`src/hw/rtl/atdmd_pkg.sv`:
```
// Shared types, constants and helper functions for the ARP table duplicate MAC detector.
// Depends on nothing; every other file of the block imports it.
package atdmd_pkg;

	localparam int MAC_W = 48;
	localparam int COL_W = 3;
	localparam int CFG_IDX_W = 1;
	localparam int CFG_DATA_W = 3;

	localparam logic [7:0] CHAR_NL = 8'h0A;
	localparam logic [7:0] CHAR_SP = 8'h20;

	localparam logic [COL_W-1:0] MAC_COLUMN_RST = 3'd3;
	localparam logic SKIP_HEADER_RST = 1'b1;

	// Configuration register indexes.
	typedef enum logic [CFG_IDX_W-1:0] {
		CFG_MAC_COLUMN = 1'b0,
		CFG_SKIP_HEADER = 1'b1
	} cfg_reg_t;

	typedef struct packed {
		logic [COL_W-1:0] mac_column;
		logic skip_header;
	} cfg_t;

	// Line parser state.
	typedef struct packed {
		logic header_done;
		logic [COL_W-1:0] token_index;
		logic in_token;
		logic [MAC_W-1:0] acc;
		logic captured;
	} parse_t;

	// Control flags of one beat travelling down the cell chain.
	typedef struct packed {
		logic valid;
		logic has_mac;
		logic is_end;
		logic dup;
		logic ovf;
	} beat_ctl_t;

	typedef struct packed {
		logic ok;
		logic [3:0] val;
	} hex_t;

	// Case-insensitive hex digit decode.
	function automatic hex_t hex_digit(input logic [7:0] c);
		hex_t h;
		h.ok = 1'b1;
		h.val = 4'd0;
		if (c >= 8'h30 && c <= 8'h39) begin
			h.val = 4'(c - 8'h30);
		end else if (c >= 8'h61 && c <= 8'h66) begin
			h.val = 4'(c - 8'h57);
		end else if (c >= 8'h41 && c <= 8'h46) begin
			h.val = 4'(c - 8'h37);
		end else begin
			h.ok = 1'b0;
		end
		return h;
	endfunction

	// True while the open token is the MAC column of a line not yet captured.
	function automatic logic in_mac(input parse_t s, input logic [COL_W-1:0] col);
		return s.in_token && !s.captured && (s.token_index == col);
	endfunction

	// Close the open token, marking the line captured if it was the MAC token.
	function automatic parse_t close_token(input parse_t s, input logic [COL_W-1:0] col);
		parse_t r;
		r = s;
		if (s.in_token) begin
			if (in_mac(s, col)) begin
				r.captured = 1'b1;
			end
			r.acc = '0;
			r.in_token = 1'b0;
			r.token_index = s.token_index + COL_W'(1);
		end
		return r;
	endfunction

	// Start a fresh line after the open token has been closed.
	function automatic parse_t new_line(input parse_t s);
		parse_t r;
		r = s;
		r.token_index = '0;
		r.captured = 1'b0;
		r.acc = '0;
		return r;
	endfunction

endpackage

```
`src/hw/rtl/atdmd_parser.sv`:
```
// Byte parser: header skip, tokenizing, MAC packing and entry counting.
// Depends on atdmd_pkg; feeds the first cell of the compare chain.
module atdmd_parser import atdmd_pkg::*; #(
	parameter int TABLE_DEPTH = 32,
	parameter int CW = $clog2(TABLE_DEPTH + 1)
) (
	input logic clk,
	input logic arst_n,
	input cfg_t cfg,
	input logic accept,
	input logic adv,
	input logic [7:0] text_byte,
	input logic table_end,
	output beat_ctl_t beat_ctl_s1,
	output logic [MAC_W-1:0] beat_mac_s1,
	output logic [CW-1:0] beat_slot_s1
);

	parse_t psr_q, psr_n;
	logic [CW-1:0] cnt_q, cnt_n;
	logic ovf_q, ovf_n;
	logic store;
	logic [MAC_W-1:0] smac;
	hex_t hv;
	beat_ctl_t ctl_n;

	// Next parser state and the store event for the accepted byte.
	always_comb begin
		psr_n = psr_q;
		store = 1'b0;
		smac = '0;
		hv = hex_digit(text_byte);
		if (cfg.skip_header && !psr_q.header_done) begin
			if (text_byte == CHAR_NL) begin
				psr_n.header_done = 1'b1;
			end
		end else if (text_byte == CHAR_NL || text_byte == CHAR_SP) begin
			if (in_mac(psr_n, cfg.mac_column)) begin
				store = 1'b1;
				smac = psr_n.acc;
			end
			psr_n = close_token(psr_n, cfg.mac_column);
			if (text_byte == CHAR_NL) begin
				psr_n = new_line(psr_n);
			end
		end else begin
			if (!psr_n.in_token) begin
				psr_n.in_token = 1'b1;
				psr_n.acc = '0;
			end
			if (hv.ok && in_mac(psr_n, cfg.mac_column)) begin
				psr_n.acc = {psr_n.acc[MAC_W-5:0], hv.val};
			end
		end

		// The last byte closes any open token as a newline would.
		if (table_end) begin
			if (in_mac(psr_n, cfg.mac_column)) begin
				store = 1'b1;
				smac = psr_n.acc;
			end
			psr_n = new_line(close_token(psr_n, cfg.mac_column));
		end

		// Slot assignment and overflow.
		cnt_n = cnt_q;
		ovf_n = ovf_q;
		if (store) begin
			if (cnt_q < CW'(TABLE_DEPTH)) begin
				cnt_n = cnt_q + CW'(1);
			end else begin
				ovf_n = 1'b1;
			end
		end

		ctl_n.valid = store || table_end;
		ctl_n.has_mac = store;
		ctl_n.is_end = table_end;
		ctl_n.dup = 1'b0;
		ctl_n.ovf = ovf_n;

		if (table_end) begin
			psr_n = '0;
			cnt_n = '0;
			ovf_n = 1'b0;
		end
	end

	// Parser state advances on each accepted byte.
	always_ff @(posedge clk or negedge arst_n) begin
		if (!arst_n) begin
			psr_q <= '0;
			cnt_q <= '0;
			ovf_q <= 1'b0;
		end else if (accept) begin
			psr_q <= psr_n;
			cnt_q <= cnt_n;
			ovf_q <= ovf_n;
		end
	end

	// Beat register in front of the chain.
	always_ff @(posedge clk or negedge arst_n) begin
		if (!arst_n) begin
			beat_ctl_s1 <= '0;
		end else if (adv) begin
			beat_ctl_s1 <= accept ? ctl_n : '0;
		end
	end

	always_ff @(posedge clk) begin
		if (adv && accept) begin
			beat_mac_s1 <= smac;
			beat_slot_s1 <= cnt_q;
		end
	end

endmodule

```
`src/hw/rtl/atdmd_cell.sv`:
```
// One cell of the compare chain: holds one stored MAC and passes beats on.
// Depends on atdmd_pkg.
module atdmd_cell import atdmd_pkg::*; #(
	parameter int CW = 6,
	parameter int IDX = 0
) (
	input logic clk,
	input logic arst_n,
	input logic adv,
	input beat_ctl_t in_ctl,
	input logic [MAC_W-1:0] in_mac,
	input logic [CW-1:0] in_slot,
	output beat_ctl_t out_ctl,
	output logic [MAC_W-1:0] out_mac,
	output logic [CW-1:0] out_slot
);

	logic [MAC_W-1:0] entry_q;
	logic hit, wr;
	beat_ctl_t pass_ctl;

	// Earlier entries are compared; the beat's own slot is written here.
	assign hit = in_ctl.valid && in_ctl.has_mac && (in_slot > CW'(IDX)) && (entry_q == in_mac);
	assign wr = in_ctl.valid && in_ctl.has_mac && (in_slot == CW'(IDX));

	always_ff @(posedge clk) begin
		if (adv && wr) begin
			entry_q <= in_mac;
		end
	end

	// Control flags of the beat with this cell's match folded in.
	always_comb begin
		pass_ctl = in_ctl;
		pass_ctl.dup = in_ctl.dup || hit;
	end

	// Beat moves on to the next cell, collecting the match.
	always_ff @(posedge clk or negedge arst_n) begin
		if (!arst_n) begin
			out_ctl <= '0;
		end else if (adv) begin
			out_ctl <= pass_ctl;
		end
	end

	always_ff @(posedge clk) begin
		if (adv) begin
			out_mac <= in_mac;
			out_slot <= in_slot;
		end
	end

endmodule

```
`src/hw/rtl/arp_table_duplicate_mac_detector.sv`:
```
// Top level of the ARP table duplicate MAC detector: config, cell chain and result register.
// Depends on atdmd_pkg, atdmd_parser and atdmd_cell.
//
//  channel | signals                                      | direction
//  in      | in_valid, in_stall, text_byte, table_end     | text bytes in
//  out     | out_valid, out_stall, duplicate_found,        | one result beat
//          | entries_seen, table_overflow                  |   per table
//  cfg     | cfg_valid, cfg_ready, cfg_index, cfg_data     | register writes
//
// One byte is accepted per cycle while in_stall is low. A stored MAC walks a row of
// TABLE_DEPTH cells, one per cycle while the chain advances, and is compared with the entry
// of each cell it passes. Reset clears all control state; the stored entries need no
// clearing. The whole chain holds only while a result beat waits at the end of the chain
// behind a stalled, full output register.
module arp_table_duplicate_mac_detector import atdmd_pkg::*; #(
	parameter int TABLE_DEPTH = 32
) (
	input logic clk,
	input logic arst_n,
	input logic in_valid,
	output logic in_stall,
	input logic [7:0] text_byte,
	input logic table_end,
	output logic out_valid,
	input logic out_stall,
	output logic duplicate_found,
	output logic [5:0] entries_seen,
	output logic table_overflow,
	input logic cfg_valid,
	output logic cfg_ready,
	input logic [CFG_IDX_W-1:0] cfg_index,
	input logic [CFG_DATA_W-1:0] cfg_data
);

	localparam int CW = $clog2(TABLE_DEPTH + 1);

	cfg_t cfg_q;
	beat_ctl_t chain_ctl [0:TABLE_DEPTH];
	logic [MAC_W-1:0] chain_mac [0:TABLE_DEPTH];
	logic [CW-1:0] chain_slot [0:TABLE_DEPTH];
	beat_ctl_t tail_ctl;
	logic [CW-1:0] tail_slot;
	logic adv, accept;
	logic dup_q;
	logic out_valid_q;
	logic [CW-1:0] end_cnt;
	logic [5:0] end_seen;

	// Configuration registers.
	assign cfg_ready = 1'b1;

	always_ff @(posedge clk or negedge arst_n) begin
		if (!arst_n) begin
			cfg_q.mac_column <= MAC_COLUMN_RST;
			cfg_q.skip_header <= SKIP_HEADER_RST;
		end else if (cfg_valid && cfg_ready) begin
			unique case (cfg_reg_t'(cfg_index))
				CFG_MAC_COLUMN: cfg_q.mac_column <= cfg_data[COL_W-1:0];
				CFG_SKIP_HEADER: cfg_q.skip_header <= cfg_data[0];
				default: ;
			endcase
		end
	end

	// Global advance: hold only when a result beat cannot leave the chain.
	assign tail_ctl = chain_ctl[TABLE_DEPTH];
	assign tail_slot = chain_slot[TABLE_DEPTH];
	assign adv = !(tail_ctl.valid && tail_ctl.is_end && out_valid_q && out_stall);
	assign in_stall = !adv;
	assign accept = in_valid && adv;

	atdmd_parser #(
		.TABLE_DEPTH(TABLE_DEPTH),
		.CW(CW)
	) u_parser (
		.clk(clk),
		.arst_n(arst_n),
		.cfg(cfg_q),
		.accept(accept),
		.adv(adv),
		.text_byte(text_byte),
		.table_end(table_end),
		.beat_ctl_s1(chain_ctl[0]),
		.beat_mac_s1(chain_mac[0]),
		.beat_slot_s1(chain_slot[0])
	);

	// Row of compare cells, one per table entry.
	for (genvar k = 0; k < TABLE_DEPTH; k++) begin : g_cell
		atdmd_cell #(
			.CW(CW),
			.IDX(k)
		) u_cell (
			.clk(clk),
			.arst_n(arst_n),
			.adv(adv),
			.in_ctl(chain_ctl[k]),
			.in_mac(chain_mac[k]),
			.in_slot(chain_slot[k]),
			.out_ctl(chain_ctl[k+1]),
			.out_mac(chain_mac[k+1]),
			.out_slot(chain_slot[k+1])
		);
	end

	// Entry count at the end of the table, saturated to the field width.
	always_comb begin
		end_cnt = tail_slot;
		if (tail_ctl.has_mac && tail_slot < CW'(TABLE_DEPTH)) begin
			end_cnt = tail_slot + CW'(1);
		end
		if (32'(end_cnt) > 32'd63) begin
			end_seen = 6'd63;
		end else begin
			end_seen = 6'(end_cnt);
		end
	end

	// Sticky duplicate flag of the table now leaving the chain.
	always_ff @(posedge clk or negedge arst_n) begin
		if (!arst_n) begin
			dup_q <= 1'b0;
		end else if (adv && tail_ctl.valid) begin
			dup_q <= tail_ctl.is_end ? 1'b0 : (dup_q || tail_ctl.dup);
		end
	end

	// Result register.
	always_ff @(posedge clk or negedge arst_n) begin
		if (!arst_n) begin
			out_valid_q <= 1'b0;
		end else if (adv && tail_ctl.valid && tail_ctl.is_end) begin
			out_valid_q <= 1'b1;
		end else if (!out_stall) begin
			out_valid_q <= 1'b0;
		end
	end

	always_ff @(posedge clk) begin
		if (adv && tail_ctl.valid && tail_ctl.is_end) begin
			duplicate_found <= dup_q || tail_ctl.dup;
			entries_seen <= end_seen;
			table_overflow <= tail_ctl.ovf;
		end
	end

	assign out_valid = out_valid_q;

endmodule
```
`config.mk`:
```
export PLATFORM = sky130hd
export DESIGN_NAME = arp_table_duplicate_mac_detector
export DESIGN_NICKNAME = d
export VERILOG_FILES = /design/src/hw/rtl/atdmd_pkg.sv /design/src/hw/rtl/atdmd_parser.sv /design/src/hw/rtl/atdmd_cell.sv /design/src/hw/rtl/arp_table_duplicate_mac_detector.sv
export SDC_FILE = /design/constraint.sdc
export NUM_CORES = 2
export LEC_CHECK = 0
export ABC_AREA = 1
export BUFFER_PORTS_ARGS = -buffer_cell sky130_fd_sc_hd__buf_2
export CORE_AREA = 2 2 545 547
export CTS_BUF_LIST = sky130_fd_sc_hd__clkbuf_2
export DETAILED_ROUTE_END_ITERATION = 10
export DIE_AREA = 0 0 547 549
export PLACE_DENSITY = 0.65
export REMOVE_ABC_BUFFERS = 1
export SETUP_SLACK_MARGIN = 0.2
export SYNTH_ARGS = -nofsm -noshare
export SYNTH_HDL_FRONTEND = slang
export SYNTH_SLANG_ARGS = --single-unit
```
`constraint.sdc`:
```
create_clock -name clk -period 95.7 [get_ports clk]
set_input_delay 19.14 -clock clk [delete_from_list [all_inputs] [get_ports clk]]
set_output_delay 19.14 -clock clk [all_outputs]
set_load 0.03 [all_outputs]
```
==> impl_metrics.json <==
{
  "cts_buffers": 839,
  "worst_pin_slew_ns": 1.11,
  "min_path_cells": 0,
  "dpl_cell_area_um2": 137000,
  "hp-start": "g_cell[30].u_cell.out_mac[3]",
  "drive_above_1_share_pct": 14.0,
  "cts-hold-fix-buffers": 0,
  "combPwrFrac_pct": 7.2,
  "ir_worst_vdd_mv": 0.0121,
  "setup_tns_ns": 0,
  "regArea_um2": 104000,
  "ys_seq_area_share_pct": 79.1,
  "ys_ff_latch": 3509,
  "grt_max_degree": 192,
  "finalInstanceArea_um2": 145000,
  "clkLatencyLatePin_ns": 2.16,
  "cts.sinks": 3509,
  "ctsResizeCount": 0,
  "finalClockSkew_ns": 0.171,
  "fin_nets": 9919,
  "dr_total_vias": 72900,
  "cellPowerDensity_nw_per_um2": 24.7,
  "clk_path_buf_depth": 4,
  "coreArea_um2": 295000,
  "post-cts-setup-buffers": 0,
  "final_cell_mix": "edfxtp_1 (3,278), nand2_1 (1,295), inv_1 (1,270)",
  "post-route-util_pct": 49.2,
  "layout_setup_ws_ns": 56.30,
  "dr.pass1.iters": 9,
  "yosysWarningCount": 0,
  "fin_crit_ns": 39.40,
  "routed_via_density": 5.02,
  "drc": 0,
  "root_buffer": "clkbuf_2",
  "drtIter0Drc": 6072,
  "syn_inst": 9043,
  "r2r_cells": 6,
  "die-width_um": 547,
  "wl_per_cell_um": 19.7,
  "max_cap_violations": 0,
  "p_int_mw": 2.52,
  "cp_max_fo": 26,
  "power.share.clock_pct": 27.4,
  "status": "finished clean",
  "p_sw_mw": 1.06,
  "start_util_pct": 44.7,
  "endpoint_kind": "output port",
  "async_flop_share_pct": 6.58,
  "synth-main-ff-cell": "edfxtp_1",
  "r2r_slack_ns": 91.44,
  "slew_viol_final": 0,
  "hold_path.class": "flip-flop to flip-flop",
  "num_rows": 200,
  "grt_pass1_vias": 73000,
  "fillerInstances": 25300,
  "synth_area_per_cell_um2": 14.6,
  "synth_edf_count": 3278,
  "path_clk_slew_ns": 0.11,
  "rsz0062_at_grt": "no",
  "worstPathRequired_ns": 76.56,
  "whs_ns": 0.328,
  "finalCritPeriodShare_pct": 41.2,
  "hold_violations": 0,
  "place_congestion": 0.867,
  "criticalPathCategory": "input port to output port",
  "rr_endpoint": "g_cell[18].u_cell.out_mac[12]",
  "worstSetupStartpointType": "input port",
  "cts_max_level": 6,
  "layout_commonest_cell": "edfxtp_1",
  "ant_nets": 0,
  "relSlewSlack_pct": 25.9,
  "grt_usage_pct": 18.8,
  "arrival_ns": 20.26,
  "pwr-share-seq_pct": 65.5,
  "antenna_found_initial": 7,
  "grt_pass1_wl_mm": 433,
  "synth_area_leaders": "edfxtp_1 (75%), dfrtp_1 (4.3%), nand2_1 (3.7%), inv_1 (3.6%), xnor2_1 (1.9%)",
  "syn_to_final_growth_pct": 10.1,
  "setup_viol": 0,
  "synth_area_um2": 132000,
  "synth_top_area_share_pct": 74.7,
  "hpwl_mm": 197,
  "drt_wl_total_mm": 285,
  "place_ws_ns": 56.27,
  "hold_end": "g_cell[31].u_cell.entry_q[3]",
  "synth_cell_types": 55,
  "multi_input_area_um2": 22600,
  "swShare_pct": 29.7,
  "p_leak_nw": 55.8,
  "cts_tree": "yes",
  "die_h_um": 549,
  "grt_overflow_total": 0,
  "fp.dieArea_um2": 300000,
  "ioPinCount": 29,
  "portBuffers": 27,
  "r2r-start": "g_cell[31].u_cell.out_ctl[4]",
  "fmax_mhz": 25.4,
  "yosysTopAreaCell": "edfxtp_1"
}
## power groups by stage
stage | Sequential [mW] | Combinational, mW | Clock (mW)
floorplan | 2.21 | 0.198 | 0
global placement | 2.38 | 0.253 | 0
detailed placement | 2.39 | 0.257 | 0
CTS | 2.36 | 0.259 | 1.01
global route | 2.39 | 0.293 | 1.09
finish | 2.35 | 0.257 | 0.981
## stage by stage
step	power, mW	instances
finish	3.59	14500
global route	3.77	14500
CTS	3.63	14500
detailed placement	2.64	13000
global placement	2.63	13000
floorplan	2.40	8958
## cell usage after synthesis, types with 72 or more instances
master,count
a211oi_1,128
a21oi_1,72
a22o_1,87
dfrtp_1,228
edfxtp_1,3278
inv_1,1272
nand2_1,1295
nand3_1,166
nand4_1,166
nor2_1,583
nor3_1,82
nor4_1,80
o21ai_0,460
o22ai_1,326
xnor2_1,281
xor2_1,238
## cell type report
class,instances,share of cell area [%]
Sequential cell,3509,71.8
Multi-Input combinational cell,4171,15.6
Clock buffer,1228,4.24
Tap cell,3939,3.40
Inverter,1278,3.31
Clock inverter,287,1.16
Timing Repair Buffer,94,0.473
Antenna cell,5,0.00862
## metal layers
layer	up-vias	track usage (%)	routed length [um]
li1	34600	-	-
met1	35500	25.1	123000
met2	2266	30.9	139000
met3	468	3.50	16400
met4	4	6.38	7540
met5	-	0	27
## flip-flops by register name (all words and copies together), names as in the netlist
name and cells:
g_cell.u_cell.entry_q 1536, g_cell.u_cell.out_mac 1488, u_parser.beat_ctl_s1 4, duplicate_found 1
table_overflow 1, u_parser.ovf_q 1, g_cell.u_cell.out_ctl 160, entries_seen 6
g_cell.u_cell.out_slot 192, u_parser.psr_q 54, cfg_q 4, out_valid 1
u_parser.beat_mac_s1 48, u_parser.beat_slot_s1 6, u_parser.cnt_q 6, dup_q 1
## how the worst max path moves through the flow
| stage | start | end | slack, ns | depth (start not counted) |
|---|---|---|---|---|
| floorplan | out_stall | u_parser.cnt_q[2] | 3.92 | 10 |
| global placement | out_stall | in_stall | 56.25 | 4 |
| detailed placement | out_stall | in_stall | 56.27 | 4 |
| CTS | out_stall | in_stall | 56.26 | 4 |
| global route | out_stall | in_stall | 56.21 | 4 |
| finish | out_stall | in_stall | 56.30 | 4 |
## critical path: stages
cell	delay (ns)
buf_2	0.08
nand2_1	0.11
nor2_4	0.61
buf_2	0.33
## logic make-up after synthesis
group           Yosys count  synth area share [%]
flops                  3509                  79.1
simple gates           2436                  7.81
buf+inv                1363                  3.95
compound gates         1206                  5.65
xor+xnor                519                  3.45
fa+ha+maj                 8                0.0759
other cells               1               0.00284
mux                       1               0.00854
Note: power is estimated with default switching activity, not from simulation.
